File: config.mk
export PLATFORM = sky130hd
export DESIGN_NAME = decimal_angle_to_servo_duty
export DESIGN_NICKNAME = d
export VERILOG_FILES = /design/src/design/dasd_pkg.sv /design/src/design/dasd_front.sv /design/src/design/dasd_fifo.sv /design/src/design/dasd_div.sv /design/src/design/dasd_back.sv /design/src/design/decimal_angle_to_servo_duty.sv
export SDC_FILE = /design/constraint.sdc
export NUM_CORES = 1
export LEC_CHECK = 0
export BUFFER_PORTS_ARGS = -buffer_cell sky130_fd_sc_hd__buf_2
export CAP_MARGIN = 20
export CORE_MARGIN = 2
export CORE_UTILIZATION = 55
export DETAILED_ROUTE_END_ITERATION = 8
export GPL_TIMING_DRIVEN = 0
export PLACE_DENSITY_LB_ADDON = 0.15
export SYNTH_ARGS = -nofsm -noshare
export SYNTH_HDL_FRONTEND = slang
export SYNTH_SLANG_ARGS = --single-unit
File: constraint.sdc
create_clock -name clk -period 7.1 [get_ports clk]
set_input_delay 0.355 -clock clk [delete_from_list [all_inputs] [get_ports clk]]
set_output_delay 0.355 -clock clk [all_outputs]
set_load 0.01 [all_outputs]
File: src/design/dasd_pkg.sv
`timescale 1ns / 1ps
package dasd_pkg;

	localparam logic [7:0] CFG_MIN_PULSE = 8'd0;
	localparam logic [7:0] CFG_MAX_PULSE = 8'd1;
	localparam logic [7:0] CFG_PERIOD    = 8'd2;

	localparam logic [14:0] MIN_PULSE_RST = 15'd1000;
	localparam logic [14:0] MAX_PULSE_RST = 15'd2000;
	localparam logic [15:0] PERIOD_RST    = 16'd20000;

	localparam logic [16:0] ACC_MAX   = 17'd9999;
	localparam logic [13:0] ANGLE_MAX = 14'd180;

	// ceil(2^31 / 180), exact floor for every angle * span product
	localparam logic [23:0] RECIP_180 = 24'd11930465;

	localparam logic [7:0] CHAR_CR   = 8'd13;
	localparam logic [7:0] CHAR_LF   = 8'd10;
	localparam logic [7:0] CHAR_ZERO = 8'd48;
	localparam logic [7:0] CHAR_NINE = 8'd57;

	typedef struct packed {
		logic [14:0] min_pulse;
		logic [14:0] max_pulse;
		logic [15:0] pwm_period;
	} cfg_t;

	typedef struct packed {
		logic        start;
		logic [15:0] rem_init;
		logic [15:0] low;
		logic [4:0]  nbits;
		logic [15:0] divisor;
	} div_req_t;

	typedef enum logic [2:0] {
		ST_IDLE,
		ST_MUL,
		ST_RECIP,
		ST_ADD,
		ST_DIV,
		ST_WAIT,
		ST_OUT
	} back_state_t;

endpackage

File: src/design/dasd_front.sv
`timescale 1ns / 1ps
module dasd_front (
	input  logic        clk,
	input  logic        arst_n,
	input  logic        in_valid,
	output logic        in_ready,
	input  logic [7:0]  rx_byte,
	input  logic        q_full,
	output logic        push,
	output logic [13:0] push_angle
);

	logic [13:0] accum_q;
	logic        have_q;
	logic        accept;
	logic        is_digit;
	logic        is_term;
	logic [16:0] next_val;

	assign in_ready = !q_full;
	assign accept   = in_valid && in_ready;
	assign is_digit = (rx_byte >= dasd_pkg::CHAR_ZERO) && (rx_byte <= dasd_pkg::CHAR_NINE);
	assign is_term  = (rx_byte == dasd_pkg::CHAR_CR) || (rx_byte == dasd_pkg::CHAR_LF);
	assign next_val = 17'(accum_q) * 17'd10 + 17'(rx_byte - dasd_pkg::CHAR_ZERO);

	assign push       = accept && is_term && have_q;
	assign push_angle = accum_q;

	always_ff @(posedge clk or negedge arst_n) begin
		if (!arst_n) begin
			accum_q <= '0;
			have_q  <= 1'b0;
		end else if (accept) begin
			if (is_term) begin
				accum_q <= '0;
				have_q  <= 1'b0;
			end else if (is_digit) begin
				accum_q <= (next_val > dasd_pkg::ACC_MAX) ? dasd_pkg::ACC_MAX[13:0] : next_val[13:0];
				have_q  <= 1'b1;
			end
		end
	end

endmodule

File: src/design/dasd_fifo.sv
`timescale 1ns / 1ps
module dasd_fifo (
	input  logic        clk,
	input  logic        arst_n,
	input  logic        push,
	input  logic [13:0] push_data,
	input  logic        pop,
	output logic        not_empty,
	output logic        full,
	output logic [13:0] pop_data
);

	logic [13:0] mem_q [2];
	logic        wr_ptr_q;
	logic        rd_ptr_q;
	logic [1:0]  count_q;

	assign not_empty = (count_q != 2'd0);
	assign full      = (count_q == 2'd2);
	assign pop_data  = mem_q[rd_ptr_q];

	always_ff @(posedge clk) begin
		if (push) begin
			mem_q[wr_ptr_q] <= push_data;
		end
	end

	always_ff @(posedge clk or negedge arst_n) begin
		if (!arst_n) begin
			wr_ptr_q <= 1'b0;
			rd_ptr_q <= 1'b0;
			count_q  <= 2'd0;
		end else begin
			if (push) begin
				wr_ptr_q <= !wr_ptr_q;
			end
			if (pop) begin
				rd_ptr_q <= !rd_ptr_q;
			end
			if (push && !pop) begin
				count_q <= count_q + 2'd1;
			end else if (pop && !push) begin
				count_q <= count_q - 2'd1;
			end
		end
	end

endmodule

File: src/design/dasd_div.sv
`timescale 1ns / 1ps
module dasd_div (
	input  logic                clk,
	input  logic                arst_n,
	input  dasd_pkg::div_req_t  req,
	output logic                busy,
	output logic [15:0]         quot
);

	logic [15:0] rem_q;
	logic [15:0] low_q;
	logic [15:0] quot_q;
	logic [4:0]  cnt_q;
	logic [16:0] trial;
	logic [16:0] diff;
	logic        ge;

	assign trial = {rem_q, low_q[15]};
	assign diff  = trial - {1'b0, req.divisor};
	assign ge    = (trial >= {1'b0, req.divisor});
	assign busy  = (cnt_q != 5'd0);
	assign quot  = quot_q;

	always_ff @(posedge clk) begin
		if (req.start) begin
			rem_q  <= req.rem_init;
			low_q  <= req.low;
			quot_q <= '0;
		end else if (busy) begin
			rem_q  <= ge ? diff[15:0] : trial[15:0];
			low_q  <= {low_q[14:0], 1'b0};
			quot_q <= {quot_q[14:0], ge};
		end
	end

	always_ff @(posedge clk or negedge arst_n) begin
		if (!arst_n) begin
			cnt_q <= '0;
		end else if (req.start) begin
			cnt_q <= req.nbits;
		end else if (busy) begin
			cnt_q <= cnt_q - 5'd1;
		end
	end

endmodule

File: src/design/dasd_back.sv
`timescale 1ns / 1ps
module dasd_back #(
	parameter int DUTY_BITS = 16
) (
	input  logic                clk,
	input  logic                arst_n,
	input  dasd_pkg::cfg_t      cfg,
	input  logic                q_not_empty,
	input  logic [13:0]         q_angle,
	output logic                q_pop,
	output logic                out_valid,
	input  logic                out_ready,
	output logic [13:0]         angle,
	output logic                in_range,
	output logic [14:0]         pulse_width,
	output logic [15:0]         duty_counts
);

	localparam int QB = (DUTY_BITS < 16) ? DUTY_BITS : 16;
	localparam int SH = DUTY_BITS - QB;
	localparam int RW = 15 + SH;
	localparam int CW = (RW > 16) ? RW : 16;
	localparam logic [15:0] FULL_SCALE = 16'((32'd1 << QB) - 32'd1);

	dasd_pkg::back_state_t state_q;
	dasd_pkg::back_state_t state_d;
	dasd_pkg::div_req_t    div_req;

	logic [13:0] angle_q;
	logic        in_range_q;
	logic [14:0] pulse_q;
	logic [15:0] duty_q;
	logic [22:0] prod_q;
	logic [14:0] quot_q;
	logic [46:0] recip_prod;
	logic [14:0] span;
	logic [CW-1:0] rem0;
	logic        sat;
	logic        div_busy;
	logic [15:0] div_quot;

	assign span = (cfg.max_pulse >= cfg.min_pulse) ?
		(cfg.max_pulse - cfg.min_pulse) : 15'd0;
	assign recip_prod = 47'(prod_q) * 47'(dasd_pkg::RECIP_180);
	assign rem0 = CW'(pulse_q) << SH;
	assign sat  = (rem0 >= CW'(cfg.pwm_period));

	dasd_div u_div (
		.clk    (clk),
		.arst_n (arst_n),
		.req    (div_req),
		.busy   (div_busy),
		.quot   (div_quot)
	);

	always_comb begin
		state_d = state_q;
		case (state_q)
			dasd_pkg::ST_IDLE: begin
				if (q_not_empty) begin
					state_d = (q_angle > dasd_pkg::ANGLE_MAX) ? dasd_pkg::ST_OUT : dasd_pkg::ST_MUL;
				end
			end
			dasd_pkg::ST_MUL:   state_d = dasd_pkg::ST_RECIP;
			dasd_pkg::ST_RECIP: state_d = dasd_pkg::ST_ADD;
			dasd_pkg::ST_ADD:   state_d = dasd_pkg::ST_DIV;
			dasd_pkg::ST_DIV:   state_d = sat ? dasd_pkg::ST_OUT : dasd_pkg::ST_WAIT;
			dasd_pkg::ST_WAIT: begin
				if (!div_busy) begin
					state_d = dasd_pkg::ST_OUT;
				end
			end
			dasd_pkg::ST_OUT: begin
				if (out_ready) begin
					state_d = dasd_pkg::ST_IDLE;
				end
			end
			default: state_d = dasd_pkg::ST_IDLE;
		endcase
	end

	always_comb begin
		q_pop            = 1'b0;
		out_valid        = 1'b0;
		div_req.start    = 1'b0;
		div_req.rem_init = rem0[15:0];
		div_req.low      = '0;
		div_req.nbits    = 5'(QB);
		div_req.divisor  = cfg.pwm_period;
		case (state_q)
			dasd_pkg::ST_IDLE: q_pop = q_not_empty;
			dasd_pkg::ST_DIV:  div_req.start = !sat;
			dasd_pkg::ST_OUT:  out_valid = 1'b1;
			default: ;
		endcase
	end

	always_ff @(posedge clk or negedge arst_n) begin
		if (!arst_n) begin
			state_q <= dasd_pkg::ST_IDLE;
		end else begin
			state_q <= state_d;
		end
	end

	always_ff @(posedge clk) begin
		case (state_q)
			dasd_pkg::ST_IDLE: begin
				angle_q    <= q_angle;
				in_range_q <= (q_angle <= dasd_pkg::ANGLE_MAX);
				pulse_q    <= '0;
				duty_q     <= '0;
			end
			dasd_pkg::ST_MUL:   prod_q <= 23'(angle_q[7:0]) * 23'(span);
			dasd_pkg::ST_RECIP: quot_q <= recip_prod[45:31];
			dasd_pkg::ST_ADD:   pulse_q <= cfg.min_pulse + quot_q;
			dasd_pkg::ST_DIV: begin
				if (sat) begin
					duty_q <= FULL_SCALE;
				end
			end
			dasd_pkg::ST_WAIT: begin
				if (!div_busy) begin
					duty_q <= div_quot;
				end
			end
			default: ;
		endcase
	end

	assign angle       = angle_q;
	assign in_range    = in_range_q;
	assign pulse_width = pulse_q;
	assign duty_counts = duty_q;

endmodule

File: src/design/decimal_angle_to_servo_duty.sv
`timescale 1ns / 1ps
// decimal angle to servo duty
// in channel (in_valid/in_ready, rx_byte): one received character per word;
// digits build a decimal angle, cr or lf after a digit closes it
// out channel (out_valid/out_ready): angle, in_range, pulse_width, duty_counts
// cfg channel (cfg_valid/cfg_ready, cfg_index, cfg_data): 0 min pulse,
// 1 max pulse, 2 period; other indexes are dropped; cfg_ready is always high
// closed angles wait in a two-entry queue and the input stalls only while
// that queue is full
// an in-range angle taken from the queue passes through a multiply, a
// reciprocal multiply for the divide by 180, an add, then a bit-serial
// divide by the period to min(DUTY_BITS,16) bits; a saturated duty skips
// the divide and an out-of-range angle goes straight to the outputs
// the back works on one angle at a time and takes no new angle from the
// queue until the last result has been taken
// result stays on the outputs until out_ready; the back stalls meanwhile
// while the front keeps taking bytes until the queue is full
// reset clears the accumulator and queue, returns the back to idle, and loads
// the default pulse range 1000..2000 us and period 20000 us
module decimal_angle_to_servo_duty #(
	parameter int DUTY_BITS = 16
) (
	input  logic        clk,
	input  logic        arst_n,
	input  logic        in_valid,
	output logic        in_ready,
	input  logic [7:0]  rx_byte,
	output logic        out_valid,
	input  logic        out_ready,
	output logic [13:0] angle,
	output logic        in_range,
	output logic [14:0] pulse_width,
	output logic [15:0] duty_counts,
	input  logic        cfg_valid,
	output logic        cfg_ready,
	input  logic [7:0]  cfg_index,
	input  logic [15:0] cfg_data
);

	dasd_pkg::cfg_t cfg_q;

	logic        push;
	logic [13:0] push_angle;
	logic        q_full;
	logic        q_not_empty;
	logic        q_pop;
	logic [13:0] q_angle;

	assign cfg_ready = 1'b1;

	always_ff @(posedge clk or negedge arst_n) begin
		if (!arst_n) begin
			cfg_q.min_pulse  <= dasd_pkg::MIN_PULSE_RST;
			cfg_q.max_pulse  <= dasd_pkg::MAX_PULSE_RST;
			cfg_q.pwm_period <= dasd_pkg::PERIOD_RST;
		end else if (cfg_valid) begin
			case (cfg_index)
				dasd_pkg::CFG_MIN_PULSE: cfg_q.min_pulse  <= cfg_data[14:0];
				dasd_pkg::CFG_MAX_PULSE: cfg_q.max_pulse  <= cfg_data[14:0];
				dasd_pkg::CFG_PERIOD:    cfg_q.pwm_period <= cfg_data;
				default: ;
			endcase
		end
	end

	dasd_front u_front (
		.clk        (clk),
		.arst_n     (arst_n),
		.in_valid   (in_valid),
		.in_ready   (in_ready),
		.rx_byte    (rx_byte),
		.q_full     (q_full),
		.push       (push),
		.push_angle (push_angle)
	);

	dasd_fifo u_fifo (
		.clk       (clk),
		.arst_n    (arst_n),
		.push      (push),
		.push_data (push_angle),
		.pop       (q_pop),
		.not_empty (q_not_empty),
		.full      (q_full),
		.pop_data  (q_angle)
	);

	dasd_back #(
		.DUTY_BITS (DUTY_BITS)
	) u_back (
		.clk         (clk),
		.arst_n      (arst_n),
		.cfg         (cfg_q),
		.q_not_empty (q_not_empty),
		.q_angle     (q_angle),
		.q_pop       (q_pop),
		.out_valid   (out_valid),
		.out_ready   (out_ready),
		.angle       (angle),
		.in_range    (in_range),
		.pulse_width (pulse_width),
		.duty_counts (duty_counts)
	);

endmodule

==> summary.md <==
| Metric | Value |
|---|---|
| Status | `completed` |
| Maxcap violations | `0` |
| N_diodes | `0` |
| WL final | `54300 microns` |
| TritonCTS buffer count | `25` |
| Root buf cell | `clkbuf_16` |
| Die area | `0.0423 sq mm` |
| Drt initial violations | `999` |
| Fin crit share | `98.4%` |
| Final Hold Viols | `0` |
| Max stage delay on crit path | `0.55 ns` |
| Syn-to-layout area delta | `13.4%` |
| Rows | `73` |
| TritonCTS clock tree | `done` |
| DR WL/cell | `18.5 microns` |
| Worst Setup SP | `cfg_q[32]$_DFFE_PN0P_` |
| Synth warn | `0` |
| Mean post-synth cell area | `10.1 sq um` |
| Cell Count, Final, Fillers Out | `slightly below 3000` |
| DRC errors left | `0` |
| Gpl congestion | `0.937` |
| Nature of the critical path endpoint | `flip-flop` |
| Later-pin clock latency in the skew report | `0.53 ns` |
| Post-route design area | `0.0254 sq mm` |
| Final Slew Violations | `0` |
| CP max stage cell | `fa_1` |
| Max H-tree Level | `1` |
| Die Height | `~210 microns` |
| Worst slack, placed | `-0.933 ns` |
| Final WS setup | `0.114 ns` |
| Crit-path max FO | `7` |
| Total gr overflow | `0` |
| Cells after Synth | `between 2000 and 2500` |
| Initial antenna violation count | `0` |
| Reg2reg setup slack | `approximately 0.11 ns` |
| Core area | `0.0399 sq mm` |
| CP Launch Type | `flip-flop` |
| First-pass GRT wire length | `approximately 90000 microns` |
| Share of cells above drive strength 1 | `14.5%` |
| Crit path kind | `reg -> reg` |
| Netlist Area Pre-Place | `between 0.02 and 0.025 sq mm` |
| Setup_tns | `0 ns` |
| Die W | `206 microns` |
| Yosys cell types | `75` |
| Worst-margin pin slew | `1.06 ns` |
| Clock-pin slew on the worst setup and hold paths | `0.06 ns` |
| Antenna viol nets, final | `0` |
| Relative slew slack | `28.8%` |
| Largest net degree at the start of global routing | `72` |
| DRT Pass-1 Iters | `5` |
| Unrepaired setup endpoints after global routing | `true` |
| Syn_nets | `2814` |
| Post-place instance area | `0.0236 sq mm` |
| CTS Buffer Depth | `3` |
| Seq/Total Area, Yosys | `26.8%` |
| Hold Path Class | `in -> reg` |
| Hold path start | `cfg_data[15]` |
| Asr flop ratio synth | `33.6%` |
| Vias in the first global route | `17122` |
| Worst EP arrival | `a little over 7 ns` |
| Setup violators final | `0` |
| # IOs | `86` |
| Total global-route track usage | `26.5%` |
| Fin nets | `2992` |
| Min cycle time layout | `6.99 ns` |
| CTS Sinks | `217` |
| Starting Density | `56.1%` |
| FF+latch count, synth | `217` |
| Fmax | `0.143 GHz` |
| Avg Vias per Cell | `5.65` |
| Post-synth EDFFs | `127` |
| Hpwl dp | `between 40000 and 50000 microns` |
| Most used DFF post-synth | `edfxtp_1` |
| Clock Skew | `0.0187 ns` |
| Reg2reg start | `cfg_q[32]$_DFFE_PN0P_` |
| Dpl cells | `2834` |
| Port Buffer Count | `84` |
| Layout fillers | `3197` |
| Required time at the worst-slack endpoint | `7.37 ns` |
| Via Count | `approximately 17000` |
## metal layers
layer	vias to the layer above	GRT usage, %	wire length (microns)
li1	7877	-	-
met1	8128	35.5	23300
met2	510	44.9	26100
met3	109	3.98	3330
met4	0	6.99	1590
met5	-	0	0
## area by class of cell
type / count / area, sq um / area share [%]
plain buffers: 52 / 305 / 1.20
clock buffers: 31 / 648 / 2.55
clock inverters: 14 / 150 / 0.591
inverters: 397 / 1490 / 5.87
multi-input cells: 1549 / 15100 / 59.6
flip-flops and latches: 217 / 6000 / 23.6
well taps: 525 / 657 / 2.59
repair buffers: 156 / 1020 / 4.01
## final timing paths
path,depth (start not counted),endpoint
min in group asynchronous,2,u_front.push_angle[13]$_DFFE_PN0P_
worst min-delay path,3,cfg_q[15]$_DFFE_PN0P_
worst max register to register,28,u_back.prod_q[22]$_DFFE_PP_
worst max-delay path,28,u_back.prod_q[22]$_DFFE_PP_
worst min register to register,2,u_back.u_div.quot[15]$_SDFFE_PP0N_
max in group asynchronous,3,cfg_q[34]$_DFFE_PN1P_
## layout by cell type (no fill, tap or decap), drive strengths merged, types with 16 or more instances in the layout
cell,Yosys,layout
o21ai,91,91
xor2,31,31
nor2,93,93
and2,26,26
edfxtp,127,127
nor2b,18,18
nand2,128,128
inv,390,392
ha,338,338
nand3,31,31
fa,219,219
clkinv,7,16
buf,27,182
mux2,31,31
nor3,87,87
clkbuf,30,56
and3,20,20
dfxtp,17,17
a21o,29,29
dfstp,17,17
a211oi,17,17
dfrtp,56,56
xnor2,66,66
o21a,17,17
a21oi,133,133
## flip-flops by register name, summed over array words and instances (netlist names), 14 cells and up
register	flops
cfg_q	46
u_back.angle	14
u_back.duty_counts	16
u_back.prod_q	23
u_back.pulse_width	15
u_back.quot_q	15
u_back.u_div.quot	16
u_back.u_div.rem_q	16
u_fifo.mem_q	28
u_front.push_angle	14
## cells in the mapped netlist (5+ instances only)
cell | count | area (sq um)
inv_1 | 390 | 1460
ha_1 | 338 | 4230
fa_1 | 219 | 4380
a21oi_1 | 133 | 666
nand2_1 | 128 | 480
edfxtp_1 | 127 | 3810
nor2_1 | 93 | 349
o21ai_0 | 90 | 450
nor3_1 | 87 | 435
xnor2_1 | 66 | 578
dfrtp_1 | 56 | 1400
mux2_2 | 31 | 349
nand3_1 | 31 | 155
xor2_1 | 31 | 272
clkbuf_1 | 30 | 113
a21o_1 | 29 | 218
and2_1 | 26 | 163
and3_1 | 20 | 125
nor2b_1 | 18 | 113
a211oi_1 | 17 | 128
dfstp_2 | 17 | 447
dfxtp_1 | 17 | 340
o21a_1 | 17 | 128
buf_4 | 16 | 120
nand2b_1 | 13 | 81.3
or3_1 | 13 | 81.3
a21boi_0 | 12 | 90.1
mux2i_1 | 12 | 120
nand4_1 | 11 | 68.8
o21bai_1 | 10 | 75.1
o211ai_1 | 9 | 67.6
a31oi_1 | 8 | 50.1
a211o_1 | 7 | 61.3
buf_2 | 7 | 35.0
clkinv_1 | 7 | 26.3
o31a_1 | 7 | 61.3
o31ai_1 | 6 | 45.0
o41ai_1 | 6 | 52.6
nor4_1 | 5 | 31.3
or2_2 | 5 | 31.3
## stage by stage
step                hold WS, ns  util [%]
global placement          0.440      58.8
finish                   0.0640      63.6
global route             0.0550      63.6
CTS                      0.0467      62.6
floorplan                0.0594         -
detailed placement        0.160      59.0
## cell families (layout without fill, tap and decap cells)
kind of cell | Yosys count | after routing | share of synthesized area [%]
xor+xnor | 97 | 97 | 3.80
buf+inv | 454 | 650 | 7.95
flops | 217 | 217 | 26.8
compound gates | 385 | 385 | 10.8
simple gates | 466 | 466 | 10.0
fa+ha+maj | 557 | 557 | 38.5
other cells | 1 | 1 | 0.0168
mux | 43 | 43 | 2.10
## critical path, delay by kind of cell (launching register included)
family | cells | cell delay (ns)
xor gates and xnor gates | 1 | 0.09
DFF | 1 | 0.36
adders and majority gates | 6 | 2.49
AOI/OAI and AO/OA | 13 | 2.35
buffers and inverters | 4 | 0.20
and+or+nand+nor | 4 | 1.23
## repair_timing
item                       in CTS  in global routing
resized for setup              71                 42
setup buffers                  39                 26
pin swaps                      44                 37
hold buffers                    1                  0
setup endpoints to repair      12                 12
hold endpoints to repair       56                  0
Power is not shown: default switching activity piles up to over one toggle a cycle in this logic, so the estimate is an artifact.
